$ cat src/hw/rtl/itoa_pkg.sv
// shared types, constants and helpers for the integer to ascii formatter
// used by every module of the block, no dependencies

package itoa_pkg;

    localparam int BIN_W = 32;
    localparam int DIG_N = 10;
    localparam int BCD_W = 4 * DIG_N;
    localparam int CNT_W = $clog2(BIN_W);
    localparam int IDX_W = $clog2(DIG_N);
    localparam int CHR_W = 7;

    localparam logic [CHR_W-1:0] CHAR_ZERO  = 7'h30;
    localparam logic [CHR_W-1:0] CHAR_X     = 7'h78;
    localparam logic [CHR_W-1:0] CHAR_MINUS = 7'h2D;
    localparam logic [CHR_W-1:0] CHAR_A     = 7'h41;

    localparam logic [1:0] FUNC_SIGNED = 2'd1;

    typedef struct packed {
        logic             hex;
        logic             neg;
        logic [BCD_W-1:0] digits;
    } itoa_cmd_t;

    function automatic logic [CHR_W-1:0] itoa_ascii(input logic [3:0] d);
        logic [CHR_W-1:0] r;
        if (d < 4'd10) begin
            r = CHAR_ZERO + {3'b000, d};
        end else begin
            r = CHAR_A + {3'b000, d} - 7'd10;
        end
        return r;
    endfunction

endpackage

$ cat src/hw/rtl/itoa_bcd.sv
// bit-serial binary to bcd converter, one input bit per cycle (shift and add 3)
// depends on itoa_pkg

module itoa_bcd (
    input  logic                          aclk,
    input  logic                          aresetn,
    input  logic                          load,
    input  logic [itoa_pkg::BIN_W-1:0]    bin,
    output logic                          done,
    output logic [itoa_pkg::BCD_W-1:0]    bcd
);
    import itoa_pkg::*;

    logic [BIN_W-1:0] bin_reg, bin_next;
    logic [BCD_W-1:0] bcd_reg, bcd_next;
    logic [CNT_W-1:0] cnt_reg, cnt_next;
    logic             run_reg, run_next;
    logic             done_reg, done_next;
    logic [BCD_W-1:0] corr;

    always_comb begin
        for (int i = 0; i < DIG_N; i++) begin
            if (bcd_reg[4*i +: 4] >= 4'd5) begin
                corr[4*i +: 4] = bcd_reg[4*i +: 4] + 4'd3;
            end else begin
                corr[4*i +: 4] = bcd_reg[4*i +: 4];
            end
        end
    end

    always_comb begin
        bin_next  = bin_reg;
        bcd_next  = bcd_reg;
        cnt_next  = cnt_reg;
        run_next  = run_reg;
        done_next = 1'b0;
        if (load) begin
            bin_next = bin;
            bcd_next = '0;
            cnt_next = CNT_W'(BIN_W - 1);
            run_next = 1'b1;
        end else if (run_reg) begin
            bin_next = {bin_reg[BIN_W-2:0], 1'b0};
            bcd_next = {corr[BCD_W-2:0], bin_reg[BIN_W-1]};
            cnt_next = cnt_reg - 1'b1;
            if (cnt_reg == '0) begin
                run_next  = 1'b0;
                done_next = 1'b1;
            end
        end
    end

    always_ff @(posedge aclk) begin
        if (!aresetn) begin
            run_reg  <= 1'b0;
            done_reg <= 1'b0;
            cnt_reg  <= '0;
        end else begin
            run_reg  <= run_next;
            done_reg <= done_next;
            cnt_reg  <= cnt_next;
        end
        bin_reg <= bin_next;
        bcd_reg <= bcd_next;
    end

    assign done = done_reg;
    assign bcd  = bcd_reg;

endmodule

$ cat src/hw/rtl/itoa_emit.sv
// character sequencer: prefix, then one digit per cycle unless the output stalls, with leading zero skip
// drives the registered output channel; depends on itoa_pkg

module itoa_emit (
    input  logic                          aclk,
    input  logic                          aresetn,
    input  logic                          start,
    input  itoa_pkg::itoa_cmd_t           cmd,
    output logic                          busy,
    output logic                          m_tvalid,
    input  logic                          m_tready,
    output logic [7:0]                    m_tdata,   // character[6:0], zero pad
    output logic                          m_tlast
);
    import itoa_pkg::*;

    typedef enum logic [4:0] {
        E_IDLE  = 5'b00001,
        E_PRE0  = 5'b00010,
        E_PREX  = 5'b00100,
        E_MINUS = 5'b01000,
        E_DIG   = 5'b10000
    } emit_state_t;

    emit_state_t      state_reg, state_next;
    logic [BCD_W-1:0] dig_reg, dig_next;
    logic [IDX_W-1:0] idx_reg, idx_next;
    logic             started_reg, started_next;
    logic             valid_reg, valid_next;
    logic [CHR_W-1:0] char_reg, char_next;
    logic             last_reg, last_next;
    logic             can;
    logic [3:0]       top_dig;

    assign can     = !valid_reg || m_tready;
    assign top_dig = dig_reg[BCD_W-1 -: 4];

    always_comb begin
        state_next   = state_reg;
        dig_next     = dig_reg;
        idx_next     = idx_reg;
        started_next = started_reg;
        char_next    = char_reg;
        last_next    = last_reg;
        valid_next   = valid_reg && !m_tready;
        unique case (state_reg)
            E_IDLE: begin
                if (start) begin
                    dig_next     = cmd.digits;
                    idx_next     = IDX_W'(DIG_N - 1);
                    started_next = 1'b0;
                    if (cmd.hex) begin
                        state_next = E_PRE0;
                    end else if (cmd.neg) begin
                        state_next = E_MINUS;
                    end else begin
                        state_next = E_DIG;
                    end
                end
            end
            E_PRE0: begin
                if (can) begin
                    char_next  = CHAR_ZERO;
                    last_next  = 1'b0;
                    valid_next = 1'b1;
                    state_next = E_PREX;
                end
            end
            E_PREX: begin
                if (can) begin
                    char_next  = CHAR_X;
                    last_next  = 1'b0;
                    valid_next = 1'b1;
                    state_next = E_DIG;
                end
            end
            E_MINUS: begin
                if (can) begin
                    char_next  = CHAR_MINUS;
                    last_next  = 1'b0;
                    valid_next = 1'b1;
                    state_next = E_DIG;
                end
            end
            E_DIG: begin
                if (!started_reg && top_dig == 4'd0 && idx_reg != '0) begin
                    // leading zero
                    dig_next = {dig_reg[BCD_W-5:0], 4'd0};
                    idx_next = idx_reg - 1'b1;
                end else if (can) begin
                    char_next    = itoa_ascii(top_dig);
                    last_next    = (idx_reg == '0);
                    valid_next   = 1'b1;
                    started_next = 1'b1;
                    dig_next     = {dig_reg[BCD_W-5:0], 4'd0};
                    idx_next     = idx_reg - 1'b1;
                    if (idx_reg == '0) begin
                        state_next = E_IDLE;
                    end
                end
            end
            default: begin
                state_next = E_IDLE;
            end
        endcase
    end

    always_ff @(posedge aclk) begin
        if (!aresetn) begin
            state_reg   <= E_IDLE;
            valid_reg   <= 1'b0;
            started_reg <= 1'b0;
            idx_reg     <= '0;
        end else begin
            state_reg   <= state_next;
            valid_reg   <= valid_next;
            started_reg <= started_next;
            idx_reg     <= idx_next;
        end
        dig_reg  <= dig_next;
        char_reg <= char_next;
        last_reg <= last_next;
    end

    assign busy     = (state_reg != E_IDLE);
    assign m_tvalid = valid_reg;
    assign m_tdata  = {1'b0, char_reg};
    assign m_tlast  = last_reg;

endmodule

$ cat src/hw/rtl/integer_to_ascii_formatter.sv
// integer to ascii formatter: a decimal item passes through accept, the bcd converter, emitter
// start, a minus sign (negative only), the digit scan and hand-back; a hex item passes through
// accept, the prefix, the digit scan and hand-back; output stalls lengthen an item; the first
// character follows the converter finishing (hex: the accept), later for each suppressed leading
// zero; one item at a time; aresetn (synchronous) clears control state
// depends on itoa_pkg, itoa_bcd, itoa_emit

module integer_to_ascii_formatter (
    input  logic                        aclk,
    input  logic                        aresetn,
    input  logic                        s_tvalid,
    output logic                        s_tready,
    input  logic [itoa_pkg::BIN_W-1:0]  s_tdata,   // value[31:0]
    input  logic [1:0]                  s_tuser,   // func[1:0]
    output logic                        m_tvalid,
    input  logic                        m_tready,
    output logic [7:0]                  m_tdata,   // character[6:0], zero pad
    output logic                        m_tlast
);
    import itoa_pkg::*;

    typedef enum logic [2:0] {
        T_IDLE = 3'b001,
        T_CONV = 3'b010,
        T_EMIT = 3'b100
    } top_state_t;

    top_state_t       state_reg, state_next;
    logic             neg_reg, neg_next;
    logic             s_acc;
    logic             in_neg;
    logic [BIN_W-1:0] mag;
    logic             bcd_load;
    logic             bcd_done;
    logic [BCD_W-1:0] bcd;
    logic             emit_start;
    logic             emit_busy;
    itoa_cmd_t        cmd;

    assign s_tready = (state_reg == T_IDLE);
    assign s_acc    = s_tvalid && s_tready;
    assign in_neg   = (s_tuser == FUNC_SIGNED) && s_tdata[BIN_W-1];
    assign mag      = in_neg ? (BIN_W'(0) - s_tdata) : s_tdata;
    assign bcd_load = s_acc && !s_tuser[1];

    always_comb begin
        state_next = state_reg;
        neg_next   = neg_reg;
        emit_start = 1'b0;
        cmd.hex    = 1'b0;
        cmd.neg    = neg_reg;
        cmd.digits = bcd;
        unique case (state_reg)
            T_IDLE: begin
                if (s_acc) begin
                    neg_next = in_neg;
                    if (s_tuser[1]) begin
                        emit_start = 1'b1;
                        cmd.hex    = 1'b1;
                        cmd.neg    = 1'b0;
                        cmd.digits = {{(BCD_W-BIN_W){1'b0}}, s_tdata};
                        state_next = T_EMIT;
                    end else begin
                        state_next = T_CONV;
                    end
                end
            end
            T_CONV: begin
                if (bcd_done) begin
                    emit_start = 1'b1;
                    state_next = T_EMIT;
                end
            end
            T_EMIT: begin
                if (!emit_busy) begin
                    state_next = T_IDLE;
                end
            end
            default: begin
                state_next = T_IDLE;
            end
        endcase
    end

    always_ff @(posedge aclk) begin
        if (!aresetn) begin
            state_reg <= T_IDLE;
        end else begin
            state_reg <= state_next;
        end
        neg_reg <= neg_next;
    end

    itoa_bcd u_bcd (
        .aclk    (aclk),
        .aresetn (aresetn),
        .load    (bcd_load),
        .bin     (mag),
        .done    (bcd_done),
        .bcd     (bcd)
    );

    itoa_emit u_emit (
        .aclk     (aclk),
        .aresetn  (aresetn),
        .start    (emit_start),
        .cmd      (cmd),
        .busy     (emit_busy),
        .m_tvalid (m_tvalid),
        .m_tready (m_tready),
        .m_tdata  (m_tdata),
        .m_tlast  (m_tlast)
    );

endmodule

$ cat config.mk
export PLATFORM = sky130hd
export DESIGN_NAME = integer_to_ascii_formatter
export DESIGN_NICKNAME = d
export VERILOG_FILES = /design/src/hw/rtl/itoa_pkg.sv /design/src/hw/rtl/itoa_bcd.sv /design/src/hw/rtl/itoa_emit.sv /design/src/hw/rtl/integer_to_ascii_formatter.sv
export SDC_FILE = /design/constraint.sdc
export NUM_CORES = 1
export LEC_CHECK = 0
export ABC_AREA = 1
export BUFFER_PORTS_ARGS = -buffer_cell sky130_fd_sc_hd__buf_2
export CORE_MARGIN = 2
export CORE_UTILIZATION = 56
export DETAILED_ROUTE_END_ITERATION = 16
export HOLD_SLACK_MARGIN = 0.05
export PLACE_DENSITY = 0.81
export SLEW_MARGIN = 20
export SYNTH_ARGS = -nofsm -noshare
export SYNTH_HDL_FRONTEND = slang
export SYNTH_HIERARCHICAL = 1
export SYNTH_SLANG_ARGS = --single-unit
$ cat constraint.sdc
create_clock -name aclk -period 2.31 [get_ports aclk]
set_input_delay 0.231 -clock aclk [delete_from_list [all_inputs] [get_ports aclk]]
set_output_delay 0.231 -clock aclk [all_outputs]
set_load 0.05 [all_outputs]
=== After elaboration in Yosys (flattened, before gate mapping) ===
Cells that the tools add are included.

* Bits in writable memories: 0
* Bits in read-only memories: 0
* Register bits: 142
* Memories: 0
* Latch bits: 0

* Multipliers: 0
* Reduce and logical (&&, ||, !) cells: 29
* Bitwise gates (word level): 2
* Shift operators: 0
* Muxes and demuxes: 66
* $lt $le $gt $ge: 11
* Divide/modulo/power cells: 0
* Equality and inequality tests: 23
* Add/sub/neg operators: 16

{| class="wikitable"
|+ Operator list
! operator !! count
|-
| 42-bit two-way mux || 3
|-
| 40-bit two-way mux || 3
|-
| 32-bit two-way mux || 3
|-
| 40-bit case mux with 2 select lines || 1
|-
| 5-bit two-way mux || 10
|-
| 4-bit two-way mux || 12
|-
| 7-bit two-way mux || 6
|-
| 4-bit by 3-bit >= comparator with 1-bit output, second input constant || 10
|-
| 4-bit by 2-bit adder with 4-bit output, second input constant || 9
|-
| 1-bit by 32-bit subtractor with 32-bit output, first input constant || 1
|-
| 7-bit case mux with 4 select lines || 1
|-
| 5-bit case mux with 4 select lines || 1
|-
| 2-bit by 1-bit != test with 1-bit output, second input constant || 9
|-
| 1-bit two-way mux || 15
|-
| 3-bit two-way mux || 5
|-
| 6-bit AND reduction || 2
|-
| 3-bit case mux with 3 select lines || 1
|-
| 4-bit logical NOT || 2
|-
| 1-bit case mux with 2 select lines || 4
|-
| 4-bit case mux with 2 select lines || 1
|-
| 4-bit AND reduction || 2
|-
| 4-bit nonzero test || 2
|-
| 6-bit by 4-bit adder with 7-bit output, first input constant || 1
|-
| 7-bit by 4-bit adder with 7-bit output, first input constant || 1
|-
| 27 further kinds || 42
|}

=== Logic depth before layout (Yosys ltp) ===
* Depth in word-level cells: 8
* Mapped depth: 14

=== Cells and area by module ===
The synthesis kept the hierarchy.

{| class="wikitable"
|+ By module, submodules not included
! module !! times used !! area an instance (um^2) !! sequential area each (um^2) !! cells each
|-
| itoa_bcd || 1 || 3911.3 || 1901.8 || 513
|-
| itoa_emit || 1 || 2836.5 || 1661.6 || 323
|-
| integer_to_ascii_formatter || 1 || 1680.4 || 90.1 || 363
|}

=== Least setup slack after synthesis ===
Ideal clock, no wire load.

* Path type: register to register
* Start point: register, netlist name state_reg[1]
* End point: register u_emit.dig_reg[0], enable pin
* Path slack: -0.183 ns
* Data required time: 1.915 ns
* Buffers on the path: 1
* Cell stages (with the launch flop): 13
* Clock period less this slack: 2.493 ns
* Arrival time: 2.098 ns
* Setup time: 0.395 ns
* Cells stage by stage: dfxtp_1 inv_1 nand3_2 nor2_4 nand2_2 buf_4 o21ai_2 inv_1 nand4_1 nand2_1 inv_2 nand2_4 inv_1

{| class="wikitable"
|+ RTL lines
! element !! line !! source
|-
| end signal, assigned || itoa_emit.sv:120 || <nowiki>dig_reg <= dig_next;</nowiki>
|-
| end, declared || itoa_emit.sv:26 || <nowiki>logic [BCD_W-1:0] dig_reg, dig_next;</nowiki>
|}

=== Final worst setup path ===
* Start point: input port s_tvalid
* End point: register u_bcd.bcd_reg[12] (netlist: u_bcd/bcd[12])

* Longest elaborated chain between the ends: 2

{| class="wikitable"
|+ Ends and longest elaborated chain
! element !! line !! source
|-
| start, declared || integer_to_ascii_formatter.sv:11 || <nowiki>input logic s_tvalid,</nowiki>
|-
| 1-bit logical AND || integer_to_ascii_formatter.sv:41 || <nowiki>assign s_acc = s_tvalid && s_tready;</nowiki>
|-
| 1-bit logical AND || integer_to_ascii_formatter.sv:44 || <nowiki>assign bcd_load = s_acc && !s_tuser[1];</nowiki>
|-
| net bcd_load || integer_to_ascii_formatter.sv:33 || <nowiki>logic bcd_load;</nowiki>
|-
| end signal, assigned || itoa_bcd.sv:64 || <nowiki>bcd_reg <= bcd_next;</nowiki>
|-
| end, declared || itoa_bcd.sv:15 || <nowiki>logic [BCD_W-1:0] bcd_reg, bcd_next;</nowiki>
|}

The timed path passes the listed nets, and every way through them passes these cells.
A chain may end at the register's enable or synchronous reset.

==> metrics <==
Lkg Pwr approximately 0.0047 uW; Starting Density 0.576; H-tree lvl count 4; global-route wire length before repair 33000 um; number of setup buffers added after CTS 0; type of origin of the critical path primary input; Clock Skews between 10 and 15 ps; Sw Ratio 0.323; DRT Wirelength ~20000 um; Arr. time, crit path 2330 ps; min cycle time layout between 1500 and 2000 ps; DRC 0; fin crit share 0.855; max-slew violation count 0; sequential area share after synthesis 0.433; synthesized instance count 1199; worst reg2reg startpoint state_reg[1]$_SDFFE_PN0P_; Clock transition at path regs 60 ps; most common cell in the netlist nand2_1; largest net degree at the start of global routing about 60; Netlist cell types 38; worst setup path class primary input to flip-flop; worst slew pin tran 720 ps; core area 0.0146 mm^2; routed vias/inst 5.37; vias in the first global route 6806; Layout area overhead 12.5%; post-synth top area share 0.289; CTS tree done; Top Family by Delay on Critical Path buffers and inverters; CP max FO 40; Pint approximately 6200 uW; Synth area leader edfxtp_1; WL met2 9600 um; largest cells by area after synthesis edfxtp_1 (29%), nand2_1 (22%), dfxtp_1 (14%); Reg power frac 0.407; worst hold path class primary input to flip-flop; Crit. End Element flip-flop; wire per inst 14.1 um; layout cell share with drive strength beyond 1 0.101; DIE HEIGHT 127 um; dominant synthesized flop cell edfxtp_1; Total Routing Usage GR 0.257; reg2reg end u_emit/dig_reg[35]$_DFFE_PP_; critical path's slowest cell inv_2; 1st-pass router iterations 5; Die W 127 um; multi-input logic area between 0.004 and 0.005 mm^2; top routing layer used met4; hold-fix buffers at CTS 1; num ports 49; Max IR drop VDD 0.763 mV; total CTS buffers 17; endpoints failing setup 0; 1st-iter DRT viols 978; Post-synth ARST share 0; IO Port Bufs 47; Post-DRT Antenna Nets 0; PD cells 962 mW/mm^2; NetSw 2950 uW; post-synthesis register bit count between 100 and 150; met3 wire len around 1500 um; CTS root buf clkbuf_16; Syn Nets 1263; critical-path cell list dlygate4sd3_1 > buf_2 > inv_1 > nor2_4 > nand2_1 > inv_1 > inv_4 > nand2_2 > inv_2 > o21ai_1 > o21ai_1; worst hold slack 138 ps; final net count 1307; clock share of power 0.330; detailed-route via count 7733; MaxCap Viol Count 0; TNS Setup 0 ps; diode count 0; delay of the slowest critical-path stage 550 ps; R2R cell count 12; syn_area_per_cell 7.03 um^2; crit path from s_tvalid; Max Fclk a little over 0.5 GHz; relative slew slack 0.519; RSZ-0062 raised after global routing false; Critical path buffers and inverters 6; post_cts resized 0; Post-synth EDFFs 81; run status finished clean; Worst-Skew Late Latency ~430 ps; CTS Buffer Depth 2; combinational share of power 0.263; Hold Fails Final Rpt 0; WP data required 2660 ps; grt ovf 0; initial antenna violation count 0; synthesized area 0.00843 mm^2; DP Wirelength around 14000 um; gpl congestion 0.934; clk sinks 142; row cnt between 40 and 50; Yosys warning count 6; R2R setup slack approximately 380 ps; die outline area between 0.015 and 0.02 mm^2; Sequential Area 0.00365 mm^2; WP depth 11; Setup crit end u_bcd/bcd[12]$_SDFFE_PP0P_; met1 WL 8900 um; # fillers 1272; Synth top cells by count nand2_1 (503), inv_1 (135), nor2_1 (93)
## cells in the final DEF (no fill, tap or decap), drive strengths merged
master / n
buf: 61
nor2: 107
dfxtp: 61
o211ai: 2
a31oi: 3
bufinv: 5
a21oi: 11
clkinvlp: 2
clkbuf: 21
dlygate4sd3: 1
conb: 1
o31ai: 1
edfxtp: 81
o211a: 2
xnor2: 1
o21ai: 86
ha: 26
nand3: 95
clkinv: 3
nand4: 8
nor3: 3
o21a: 1
inv: 144
o221ai: 1
nand2: 512
xor2: 15
o22ai: 1
and2: 1
## area by class of cell
type	instances	share of cell area
Multi-Input combinational cell	877	0.424
Clock inverter	11	0.0198
Sequential cell	142	0.385
Clock buffer	21	0.0486
Timing Repair Buffer	62	0.0409
Tap cell	184	0.0243
Inverter	143	0.0573
## through the flow
step	area, um^2	worst slack (ps)	util	power (uW)	cells
floorplan	8430	6.81	-	5490	1199
global placement	8820	466	0.602	6060	1407
detailed placement	8820	392	0.602	6140	1407
CTS	9480	379	0.647	9140	1440
global route	9480	203	0.647	9610	1440
finish	9480	336	0.647	9120	1440
## worst min-delay path by stage
stage          slack (ps)                   startpoint  cells past startpoint                             end
2_1_floorplan         330                      aresetn                      2   u_bcd/cnt_reg[2]$_SDFFE_PN0P_
3_3_place_gp          450  u_bcd/bin_reg[31]$_DFFE_PP_                      2       u_bcd/bcd[0]$_SDFFE_PP0P_
3_5_place_dp          450  u_bcd/bin_reg[31]$_DFFE_PP_                      2       u_bcd/bcd[0]$_SDFFE_PP0P_
4_1_cts               110                   s_tdata[0]                      3  u_bcd/bin_reg[0]$_SDFFCE_PN0P_
5_1_grt               120                   s_tdata[0]                      3  u_bcd/bin_reg[0]$_SDFFCE_PN0P_
6_report              140                   s_tdata[0]                      3  u_bcd/bin_reg[0]$_SDFFCE_PN0P_
## worst reg2reg max path: stages, from the launching register on
cell and delay, ps:
dfxtp_1 300, inv_1 80, nand3_2 130, nor2_4 140, nand2_2 90, o21ai_2 70
inv_1 50, nand4_1 150, nand2_1 90, inv_2 80, nand2_4 90, clkinvlp_4 90
buf_12 220
## logic make-up after synthesis
kind of cell | after synthesis | share of synthesized area
AO/OA/AOI/OAI | 108 | 0.0684
XOR/XNOR | 16 | 0.0166
adder cells (fa/ha/maj) | 26 | 0.0386
buffers and inverters | 180 | 0.0900
flip-flops | 142 | 0.433
other | 1 | 0.000445
AND/OR/NAND/NOR | 726 | 0.352
## layer usage
metal | up-vias | GRT usage
met5 | - | 0
met4 | 0 | 0.0886
met3 | 32 | 0.0519
met2 | 310 | 0.418
met1 | 3512 | 0.347
li1 | 3879 | -
## power by group through the flow
| stage | clock network (uW) | registers (uW) | logic, uW |
|---|---|---|---|
| after floorplan | 0 | 3800 | 1690 |
| after global routing | 3140 | 3760 | 2710 |
| final | 3000 | 3710 | 2400 |
| after detailed placement | 0 | 3760 | 2380 |
| after CTS | 3030 | 3710 | 2390 |
| after global placement | 0 | 3740 | 2320 |
Power figures use the tool's default switching activity.
